## src/mrr_pkg.sv

```systemverilog
// Shared types and constants for the Modbus RTU reply receiver.
`timescale 1ns / 1ps

package mrr_pkg;

  // Input action codes
  localparam logic [1:0] ACT_START = 2'd0;
  localparam logic [1:0] ACT_BYTE  = 2'd1;
  localparam logic [1:0] ACT_TICK  = 2'd2;

  // Result status codes
  localparam logic [1:0] ST_OK      = 2'd0;
  localparam logic [1:0] ST_CRC_ERR = 2'd1;
  localparam logic [1:0] ST_TIMEOUT = 2'd2;

  // Configuration register indexes
  localparam logic [1:0] REG_DEV_ADDR = 2'd0;
  localparam logic [1:0] REG_CMD_CODE = 2'd1;
  localparam logic [1:0] REG_TIMEOUT  = 2'd2;

  // Register reset values
  localparam logic [7:0]  DEV_ADDR_RST = 8'd1;
  localparam logic [7:0]  CMD_CODE_RST = 8'd3;
  localparam logic [15:0] TIMEOUT_RST  = 16'd1000;

  // CRC-16, reflected form
  localparam logic [15:0] CRC_INIT = 16'hFFFF;
  localparam logic [15:0] CRC_POLY = 16'hA001;
  localparam logic [15:0] TICK_MAX = 16'hFFFF;

  // Address, function code, byte count and two CRC bytes
  localparam int unsigned FRAME_OVERHEAD = 5;

  typedef enum logic [6:0] {
    S_IDLE  = 7'b0000001,
    S_CRC   = 7'b0000010,
    S_CHECK = 7'b0000100,
    S_RD_HI = 7'b0001000,
    S_RD_LO = 7'b0010000,
    S_LOAD  = 7'b0100000,
    S_PUT   = 7'b1000000
  } state_t;

  typedef struct packed {
    logic [1:0]  status;
    logic        word_valid;
    logic [15:0] reply_word;
    logic        last;
  } result_t;

endpackage

```

## src/modbus_rtu_reply_receiver.sv

```systemverilog
// Start and non-timeout ticks are handled in S_IDLE; a timeout tick also passes through S_PUT.
// A stored byte passes accept, 8 CRC bit steps on one shift unit, then the frame check.
// A good frame then drains word by word (two frame-RAM reads, load, put).
// No new item is taken while a byte is in the bit-serial CRC loop; input stalls outside S_IDLE.
// Reset (synchronous, active low) clears control, counters, CRC and registers;
// the frame RAM is not cleared and needs no clearing pass.
`timescale 1ns / 1ps

module modbus_rtu_reply_receiver #(
  parameter int BUFFER_DEPTH = 64
) (
  input  logic        clk,
  input  logic        rst_n,
  // configuration
  input  logic        cfg_we,
  input  logic [1:0]  cfg_index,
  input  logic [15:0] cfg_wdata,
  // input items
  input  logic        in_valid,
  output logic        in_stall,
  input  logic [1:0]  in_action,
  input  logic [7:0]  in_rx_byte,
  // result items
  output logic        out_valid,
  input  logic        out_stall,
  output logic [1:0]  out_status,
  output logic        out_word_valid,
  output logic [15:0] out_reply_word,
  output logic        out_last
);

  import mrr_pkg::*;

  localparam int AW = $clog2(BUFFER_DEPTH);
  localparam int CW = $clog2(BUFFER_DEPTH + 1);

  // configuration registers
  logic [7:0]  dev_addr_r;
  logic [7:0]  cmd_code_r;
  logic [15:0] timeout_r;

  // sequencer and datapath state
  state_t        state_r, state_nxt;
  logic          rx_active_r, rx_active_nxt;
  logic [CW-1:0] byte_count_r, byte_count_nxt;
  logic [15:0]   crc_r, crc_nxt;
  logic [15:0]   ticks_r, ticks_nxt;
  logic [2:0]    bit_cnt_r, bit_cnt_nxt;
  logic [7:0]    hdr0_r, hdr0_nxt;
  logic [7:0]    hdr1_r, hdr1_nxt;
  logic [7:0]    hdr2_r, hdr2_nxt;
  logic [CW-1:0] rd_ptr_r, rd_ptr_nxt;
  logic [6:0]    words_left_r, words_left_nxt;
  logic [7:0]    hi_r, hi_nxt;
  result_t       pend_r, pend_nxt;
  result_t       out_r, out_nxt;
  logic          out_valid_r, out_valid_nxt;

  logic          in_acc;
  logic          out_acc;
  logic          ram_we;
  logic [7:0]    ram_rdata;
  logic [15:0]   tick_inc;
  logic          frame_done;
  logic          slot_free;

  mrr_ram #(
    .WIDTH(8),
    .DEPTH(BUFFER_DEPTH)
  ) u_frame_ram (
    .clk  (clk),
    .we   (ram_we),
    .waddr(byte_count_r[AW-1:0]),
    .wdata(in_rx_byte),
    .raddr(rd_ptr_r[AW-1:0]),
    .rdata(ram_rdata)
  );

  assign in_stall  = (state_r != S_IDLE);
  assign in_acc    = in_valid && !in_stall;
  assign out_acc   = out_valid_r && !out_stall;
  assign slot_free = !out_valid_r || !out_stall;
  assign ram_we    = in_acc && (in_action == ACT_BYTE) && rx_active_r &&
                     (byte_count_r < CW'(BUFFER_DEPTH));
  assign tick_inc  = (ticks_r == TICK_MAX) ? ticks_r : ticks_r + 16'd1;

  assign frame_done = (byte_count_r > CW'(FRAME_OVERHEAD)) &&
                      (hdr0_r == dev_addr_r) && (hdr1_r == cmd_code_r) &&
                      (({1'b0, hdr2_r} + 9'(FRAME_OVERHEAD)) == 9'(byte_count_r));

  always_ff @(posedge clk) begin
    if (!rst_n) begin
      dev_addr_r <= DEV_ADDR_RST;
      cmd_code_r <= CMD_CODE_RST;
      timeout_r  <= TIMEOUT_RST;
    end else if (cfg_we) begin
      case (cfg_index)
        REG_DEV_ADDR: dev_addr_r <= cfg_wdata[7:0];
        REG_CMD_CODE: cmd_code_r <= cfg_wdata[7:0];
        REG_TIMEOUT:  timeout_r  <= cfg_wdata;
        default: ;
      endcase
    end
  end

  always_comb begin
    state_nxt      = state_r;
    rx_active_nxt  = rx_active_r;
    byte_count_nxt = byte_count_r;
    crc_nxt        = crc_r;
    ticks_nxt      = ticks_r;
    bit_cnt_nxt    = bit_cnt_r;
    hdr0_nxt       = hdr0_r;
    hdr1_nxt       = hdr1_r;
    hdr2_nxt       = hdr2_r;
    rd_ptr_nxt     = rd_ptr_r;
    words_left_nxt = words_left_r;
    hi_nxt         = hi_r;
    pend_nxt       = pend_r;
    out_nxt        = out_r;
    out_valid_nxt  = out_valid_r && !out_acc;

    case (state_r)
      S_IDLE: begin
        if (in_acc) begin
          case (in_action)
            ACT_START: begin
              rx_active_nxt  = 1'b1;
              byte_count_nxt = '0;
              crc_nxt        = CRC_INIT;
              ticks_nxt      = '0;
            end
            ACT_BYTE: begin
              if (ram_we) begin
                if (byte_count_r == CW'(0)) hdr0_nxt = in_rx_byte;
                if (byte_count_r == CW'(1)) hdr1_nxt = in_rx_byte;
                if (byte_count_r == CW'(2)) hdr2_nxt = in_rx_byte;
                byte_count_nxt = byte_count_r + CW'(1);
                crc_nxt        = crc_r ^ {8'h00, in_rx_byte};
                bit_cnt_nxt    = '0;
                state_nxt      = S_CRC;
              end
            end
            ACT_TICK: begin
              if (rx_active_r) begin
                ticks_nxt = tick_inc;
                if (tick_inc >= timeout_r) begin
                  rx_active_nxt = 1'b0;
                  pend_nxt      = '{status: ST_TIMEOUT, word_valid: 1'b0,
                                    reply_word: 16'h0000, last: 1'b1};
                  state_nxt     = S_PUT;
                end
              end
            end
            default: ;
          endcase
        end
      end
      S_CRC: begin
        // one reflected CRC bit step per cycle
        crc_nxt     = {1'b0, crc_r[15:1]} ^ (crc_r[0] ? CRC_POLY : 16'h0000);
        bit_cnt_nxt = bit_cnt_r + 3'd1;
        if (bit_cnt_r == 3'd7) begin
          state_nxt = S_CHECK;
        end
      end
      S_CHECK: begin
        state_nxt = S_IDLE;
        if (frame_done) begin
          rx_active_nxt  = 1'b0;
          words_left_nxt = hdr2_r[7:1];
          rd_ptr_nxt     = CW'(3);
          if (crc_r != 16'h0000) begin
            pend_nxt  = '{status: ST_CRC_ERR, word_valid: 1'b0,
                          reply_word: 16'h0000, last: 1'b1};
            state_nxt = S_PUT;
          end else if (hdr2_r[7:1] == 7'd0) begin
            pend_nxt  = '{status: ST_OK, word_valid: 1'b0,
                          reply_word: 16'h0000, last: 1'b1};
            state_nxt = S_PUT;
          end else begin
            state_nxt = S_RD_HI;
          end
        end
      end
      S_RD_HI: begin
        rd_ptr_nxt = rd_ptr_r + CW'(1);
        state_nxt  = S_RD_LO;
      end
      S_RD_LO: begin
        hi_nxt     = ram_rdata;
        rd_ptr_nxt = rd_ptr_r + CW'(1);
        state_nxt  = S_LOAD;
      end
      S_LOAD: begin
        pend_nxt       = '{status: ST_OK, word_valid: 1'b1,
                           reply_word: {hi_r, ram_rdata},
                           last: (words_left_r == 7'd1)};
        words_left_nxt = words_left_r - 7'd1;
        state_nxt      = S_PUT;
      end
      S_PUT: begin
        // hold until the output register frees up
        if (slot_free) begin
          out_nxt       = pend_r;
          out_valid_nxt = 1'b1;
          state_nxt     = pend_r.last ? S_IDLE : S_RD_HI;
        end
      end
      default: begin
        state_nxt = S_IDLE;
      end
    endcase
  end

  always_ff @(posedge clk) begin
    if (!rst_n) begin
      state_r      <= S_IDLE;
      rx_active_r  <= 1'b0;
      byte_count_r <= '0;
      crc_r        <= CRC_INIT;
      ticks_r      <= '0;
      bit_cnt_r    <= '0;
      words_left_r <= '0;
      out_valid_r  <= 1'b0;
    end else begin
      state_r      <= state_nxt;
      rx_active_r  <= rx_active_nxt;
      byte_count_r <= byte_count_nxt;
      crc_r        <= crc_nxt;
      ticks_r      <= ticks_nxt;
      bit_cnt_r    <= bit_cnt_nxt;
      words_left_r <= words_left_nxt;
      out_valid_r  <= out_valid_nxt;
    end
  end

  always_ff @(posedge clk) begin
    hdr0_r   <= hdr0_nxt;
    hdr1_r   <= hdr1_nxt;
    hdr2_r   <= hdr2_nxt;
    rd_ptr_r <= rd_ptr_nxt;
    hi_r     <= hi_nxt;
    pend_r   <= pend_nxt;
    out_r    <= out_nxt;
  end

  assign out_valid      = out_valid_r;
  assign out_status     = out_r.status;
  assign out_word_valid = out_r.word_valid;
  assign out_reply_word = out_r.reply_word;
  assign out_last       = out_r.last;

`ifndef SYNTHESIS
  a_crc_loop_len: assert property (@(posedge clk) disable iff (!rst_n)
    (state_r == S_CRC && bit_cnt_r == 3'd7) |=> (state_r == S_CHECK))
    else $error("CRC loop did not end after eight steps");

  a_count_bound: assert property (@(posedge clk) disable iff (!rst_n)
    byte_count_r <= CW'(BUFFER_DEPTH))
    else $error("byte count past buffer depth");

  a_word_only_ok: assert property (@(posedge clk) disable iff (!rst_n)
    (out_valid_r && out_r.word_valid) |-> (out_r.status == ST_OK))
    else $error("data word carries a non-ok status");

  a_nonlast_is_word: assert property (@(posedge clk) disable iff (!rst_n)
    (out_valid_r && !out_r.last) |-> out_r.word_valid)
    else $error("non-final result without a data word");

  a_drain_has_words: assert property (@(posedge clk) disable iff (!rst_n)
    (state_r == S_RD_HI) |-> (words_left_r != 7'd0))
    else $error("frame read with no words left");
`endif

endmodule

```

## src/mrr_ram.sv

```systemverilog
// Generic single-write, single-read RAM with registered read data.
`timescale 1ns / 1ps

module mrr_ram #(
  parameter int WIDTH = 8,
  parameter int DEPTH = 64
) (
  input  logic                     clk,
  input  logic                     we,
  input  logic [$clog2(DEPTH)-1:0] waddr,
  input  logic [WIDTH-1:0]         wdata,
  input  logic [$clog2(DEPTH)-1:0] raddr,
  output logic [WIDTH-1:0]         rdata
);

  logic [WIDTH-1:0] mem [DEPTH];
  logic [WIDTH-1:0] rdata_r;

  always_ff @(posedge clk) begin
    if (we) begin
      mem[waddr] <= wdata;
    end
    rdata_r <= mem[raddr];
  end

  assign rdata = rdata_r;

endmodule

```

## config.mk

```make
export PLATFORM = sky130hd
export DESIGN_NAME = modbus_rtu_reply_receiver
export DESIGN_NICKNAME = d
export VERILOG_FILES = /design/src/mrr_pkg.sv /design/src/modbus_rtu_reply_receiver.sv /design/src/mrr_ram.sv
export SDC_FILE = /design/constraint.sdc
export NUM_CORES = 1
export LEC_CHECK = 0
export BUFFER_PORTS_ARGS = -buffer_cell sky130_fd_sc_hd__buf_2
export CORE_MARGIN = 5
export CORE_UTILIZATION = 60
export CTS_CLUSTER_SIZE = 10
export DETAILED_ROUTE_END_ITERATION = 8
export PLACE_DENSITY = 0.77
export SETUP_SLACK_MARGIN = 0.5
export SYNTH_ARGS = -nofsm -noshare
export SYNTH_HDL_FRONTEND = slang
export SYNTH_SLANG_ARGS = --single-unit
export TNS_END_PERCENT = 30
```

## constraint.sdc

```tcl
create_clock -name clk -period 10.6 [get_ports clk]
set_input_delay 2.12 -clock clk [delete_from_list [all_inputs] [get_ports clk]]
set_output_delay 2.12 -clock clk [all_outputs]
set_load 0.02 [all_outputs]
```

# Word level (Yosys, flattened, before mapping)
# Memories as Yosys holds them, arrays and structs flattened. A register that Yosys moved wholly into a read port is not among the register bits.
# Cells that the tools add are included.
# W data, S select, Z words.
word_totals:
  regBits: 169
  mem_bits_rw: 512
  inputBits: 33
  output_inout_bits: 22
  word_cells: 165
  n_memories: 1
memory_table:
  columns: ["memory", "words", "word_bits", "read_ports", "rd_ports_with_merged_regs", "wr", "line", "rtl"]
  rows:
  - ["u_frame_ram.mem", 64, 8, 1, 1, 1, "mrr_ram.sv:16", "logic [WIDTH-1:0] mem [DEPTH];"]
op_classes:
  add_sub_neg: 6
  magnitude_cmp: 3
  eq_ne: 38
  muxes: 48
  bitwise_logic: 2
  reduce_logical: 43
op_table:
  columns: ["op", "n"]
  rows:
  - ["$mux W20", 7]
  - ["$pmux W16 S2", 3]
  - ["$mux W7", 12]
  - ["$mux W16", 5]
  - ["$pmux W20 S3", 1]
  - ["$pmux W7 S2", 4]
  - ["$pmux W7 S7", 1]
  - ["$eq A7 B1 Y1 const B", 3]
  - ["$ne A2 B2 Y1 const B", 10]
  - ["$reduce_and A4 Y1", 5]
  - ["$add A16 B1 Y16 const B", 1]
  - ["$eq A16 B16 Y1 const B", 1]
  - ["$eq A8 B8 Y1", 2]
  - ["$ge A16 B16 Y1", 1]
  - ["$reduce_bool A16 Y1", 1]
  - ["$xor A15 B16 Y16", 1]
  - ["$xor A16 B8 Y16", 1]
  - ["$reduce_and A5 Y1", 3]
  - ["$add A7 B1 Y7 const B", 2]
  - ["$eq A7 B2 Y1 const B", 2]
  - ["$logic_not A7 Y1", 2]
  - ["$reduce_and A7 Y1", 2]
  - ["$ne A3 B3 Y1 const B", 4]
  - ["$reduce_and A2 Y1", 6]
  - ["30 further kinds", 60]

# Longest topological paths before layout
logic_depth:
  ltp_word: 10
  ltp_mapped: 15
  depth_no_buf: 14

# By module
# Synthesis repeated with hierarchy kept, for this count alone.
unflattened:
  cells_unflattened: 1784
  hier_area_um2: 28456.0
by_module_without_submodules:
  columns: ["module", "n_inst", "cells_each", "area_each_um2", "seq_area_each_um2"]
  rows:
  - ["mrr_ram", 1, 998, 20317.0, 15534.9]
  - ["modbus_rtu_reply_receiver", 1, 786, 8139.1, 4144.0]

# Least setup slack after synthesis
# OpenSTA, ideal clock, no wires.
synth_timing:
  path_type: "in2reg"
  startpoint: "input in_action[1]"
  endpoint: "memory u_frame_ram.mem[63][0], enable pin"
  setup_time_ns: 0.371
  t_arrival_ns: 3.410
  path_slack_ns: 6.819
  path_stages: 5
  cell_sequence: "nor3b_1 > nand3_1 > nor2_1 > nand3_1 > nor2_1"
synth_between:
  elab_chain_len: 6
synth_rtl:
  columns: ["element", "line", "rtl"]
  rows:
  - ["start, declared", "modbus_rtu_reply_receiver.sv:21", "input logic [1:0] in_action,"]
  - ["$eq A2 B1 Y1", "modbus_rtu_reply_receiver.sv:83", "assign ram_we = in_acc && (in_action == ACT_BYTE) && rx_active_r &&"]
  - ["$logic_and A1 B1 Y1 (3 in series)", "modbus_rtu_reply_receiver.sv:83", null]
  - ["$mux W1", "mrr_ram.sv:20", "if (we) begin"]
  - ["$mux W1 (not written as such)", "mrr_ram.sv:21", "mem[waddr] <= wdata;"]
  - ["end, declared", "mrr_ram.sv:16", null]
# Every way passes these cells.

# Final worst setup path
layout_timing:
  startpoint: "input in_action[0]"
  endpoint: "memory u_frame_ram.mem[23][7], enable pin"
# Same word-level chain as after synthesis.

==> metrics <==
outcome=finished, final reports clean; Clock Skews=0.02214 ns; buffer count from post-CTS setup fixing=0; HPWL after DPL=36.04 mm; Synth Area per Inst=17.63 um^2; Total Routing Usage GR=0.2517; drt pass-1 iters=6; DR vias=15040; Synth Warn #=0; DP Area=28430 um^2; number of fill cells in the layout=2846; number of placed I/O pins=55; grt total ovfl=0; multiplexer share of the synthesized area=0.1442; CP Cell Sequence=buf_2, nor3b_1, nand3_1, nor2_1, nand3_1, nor2_1; hold buffers post-CTS=0; Mapped Cells=1568; Sw Ratio=0.1997; routability cong.=0.8617; Critical Path Sink Type=flip-flop; leading cell type by number of instances after synthesis=edfxtp_1; synthesized flop and latch total=688; Async SR Flop Fraction=0; sequential power share=0.533; Routed wire per std cell=27.51 um; cell area after synthesis=27640 um^2; clock-pin slew on the worst setup and hold paths=0.05 ns; initial core utilization=0.6078; Slowest cell on crit path=nor2_1; nets=1705; CP max FO=8; CTS H-tree lvls=3; Peak VDD IR=0.1439 mV; first-pass GRT wire length=94.71 mm; Seq/Total Area, Yosys=0.7119; Site Rows=78; Iteration-0 DRC Markers=1801; Synth Area in Adders=0.01267; Die W=224.6 um; biggest area consumer among synthesized cells=edfxtp_1; die area=50460 um^2; RSZ-0062 raised after global routing=no; chip height=224.6 um; Rel. slew slack=0.3155; setup TNS=0 ns; Post-Route WL=62.73 mm; vias per inst=6.596; top post-synthesis cells by count=590 x edfxtp_1, 168 x mux4_2, 138 x nor2_1; top_reg_cell synth=edfxtp_1; Leak=9.954 nW; clock power share=0.443; antenna viol nets, final=0; Worst setup startpoint=in_action[0]; I/O Buffers=54; Synth Area in XOR/XNOR=0.01394; initial antenna violation count=1; Max-Cap Viols=0; Worst R2R Start=ticks_r[3]; post_cts resized=0; Fin. Hold Viols=0; top-area cell type share of the netlist area=0.6410; Pwr per Cell Area=180.5 nW/um^2; Period minus WS final=4.469 ns; compound-gate portion of the synthesized area=0.03716; final setup violation count=0; slowest stage delay, CP=0.89 ns; P&R area growth vs syn=11.05%; largest net degree at the start of global routing=70; number of antenna repair diodes=0; worst-margin pin slew=1.027 ns; Yosys cell types=67; Combinational Power Share=0.024; Final Max Slew Viols=0; sw power=1.107 mW; kind of critical path=primary input to flip-flop; Hold Startpoint=pend_r[15]; CORE AREA=45480 um^2; Post-synth EDFFs=590; largest family of logic cells by synthesized area=multiplexers; vias in the first global route=14910; Root Buffer=clkbuf_16; clk sinks=688; Max clock buf depth=3; synth top area cells=edfxtp_1 64%, mux4_2 14%, dfxtp_1 7.1%, nor2_1 1.9%, ha_1 1.3%; Synth Area in Simple Gates=0.06161; CTS tree=built; min-delay worst type=flip-flop to flip-flop; Final period util=0.4216; Startpoint Class=primary input; post-route cell area=30700 um^2; DRC violations left=0; share of layout cells above drive strength 1=0.2095; worst-skew pair later-pin latency=0.62 ns; Int Power=4.434 mW; Syn Nets=1629; max frequency=223.8 MHz; Worst EP required=10.83 ns; CTS Buf Count=79; worst path arrival time=4.70 ns
[cell type report]
type                       instances  area [um^2]  area share
inverter                          32        120.1    0.003913
clock buffer                     114         2215     0.07214
sequential                       688        19680      0.6411
timing repair buffer              74        422.9     0.01378
clock inverter                     3        55.05    0.001793
tap                              600        750.7     0.02446
multi-input combinational        769         7455      0.2428
[per-stage QoR]
step	std cells	power, mW	hold WS, ns	utilization	setup WS (ns)
finish	2280	5.541	0.4178	0.6750	6.131
global route	2280	5.703	0.4229	0.6750	5.814
CTS	2280	5.570	0.4194	0.6750	6.197
detailed placement	2163	3.141	0.4054	0.6251	5.585
global placement	2163	3.137	0.4004	0.6251	5.747
floorplan	1568	3.070	0.4001	-	6.819
[cell families (layout without fill, tap and decap cells)]
family	count (synthesis)	in the layout
and+or+nand+nor	355	355
xor gates and xnor gates	44	44
AOI/OAI and AO/OA	154	154
DFF	688	688
buffers and inverters	111	223
muxes	188	188
adders and majority gates	28	28
[power by group through the flow]
stage	Combinational [mW]	Sequential, mW	Clock [mW]
after floorplan	0.0622	3.01	0
after global placement	0.129	3.01	0
after detailed placement	0.131	3.01	0
after CTS	0.131	2.95	2.48
after global routing	0.142	2.95	2.61
final	0.131	2.95	2.46
[routing by layer]
metal | GRT usage | wire (um) | up-vias
met1 | 0.3540 | 24330 | 7666
met2 | 0.4113 | 31040 | 891
li1 | - | - | 6363
met4 | 0.07425 | 1612 | 2
met3 | 0.04790 | 5734 | 117
met5 | 0 | 20 | -
[path summary, 6_finish.rpt]
path	end	slack (ns)	depth (start not counted)
max	u_frame_ram.mem[23][7]	6.13	6
max reg2reg	pend_r[11]	6.16	13
min	out_reply_word[14]	0.42	0
min reg2reg	out_reply_word[14]	0.42	0
[layout by cell type, fill, tap and decap left out, types with 7 or more instances in the layout]
cell type,n
mux4_2,168
a31o_2,7
buf_4,21
nor4_1,8
inv_1,32
nor3_1,17
edfxtp_1,590
clkbuf_1,30
o22ai_1,8
buf_2,53
and3_1,23
a31oi_1,11
mux2i_1,19
o211ai_1,10
a21oi_1,35
nor2_1,138
nand4_1,12
o21ai_0,29
o21a_1,13
nand2_1,79
ha_1,28
xnor2_1,30
dfxtp_1,98
nand3_1,24
clkbuf_16,84
xor2_1,14
or3_1,8
[flip-flops by register name, summed over array words and instances (netlist names), 8 cells and up]
register and flops:
ticks_r 16, dev_addr_r 8, timeout_r 16, hdr1_r 8
pend_r 20, u_frame_ram.rdata 8, crc_r 16, hdr0_r 8
cmd_code_r 8, out_reply_word 16, hi_r 8, u_frame_ram.mem 512
hdr2_r 8
[worst max-delay path, delay by kind of cell]
kind          cells  cell delay [ns]
buf+inv           1             0.14
simple gates      5             2.43
Note: power is estimated with default switching activity, not from simulation.
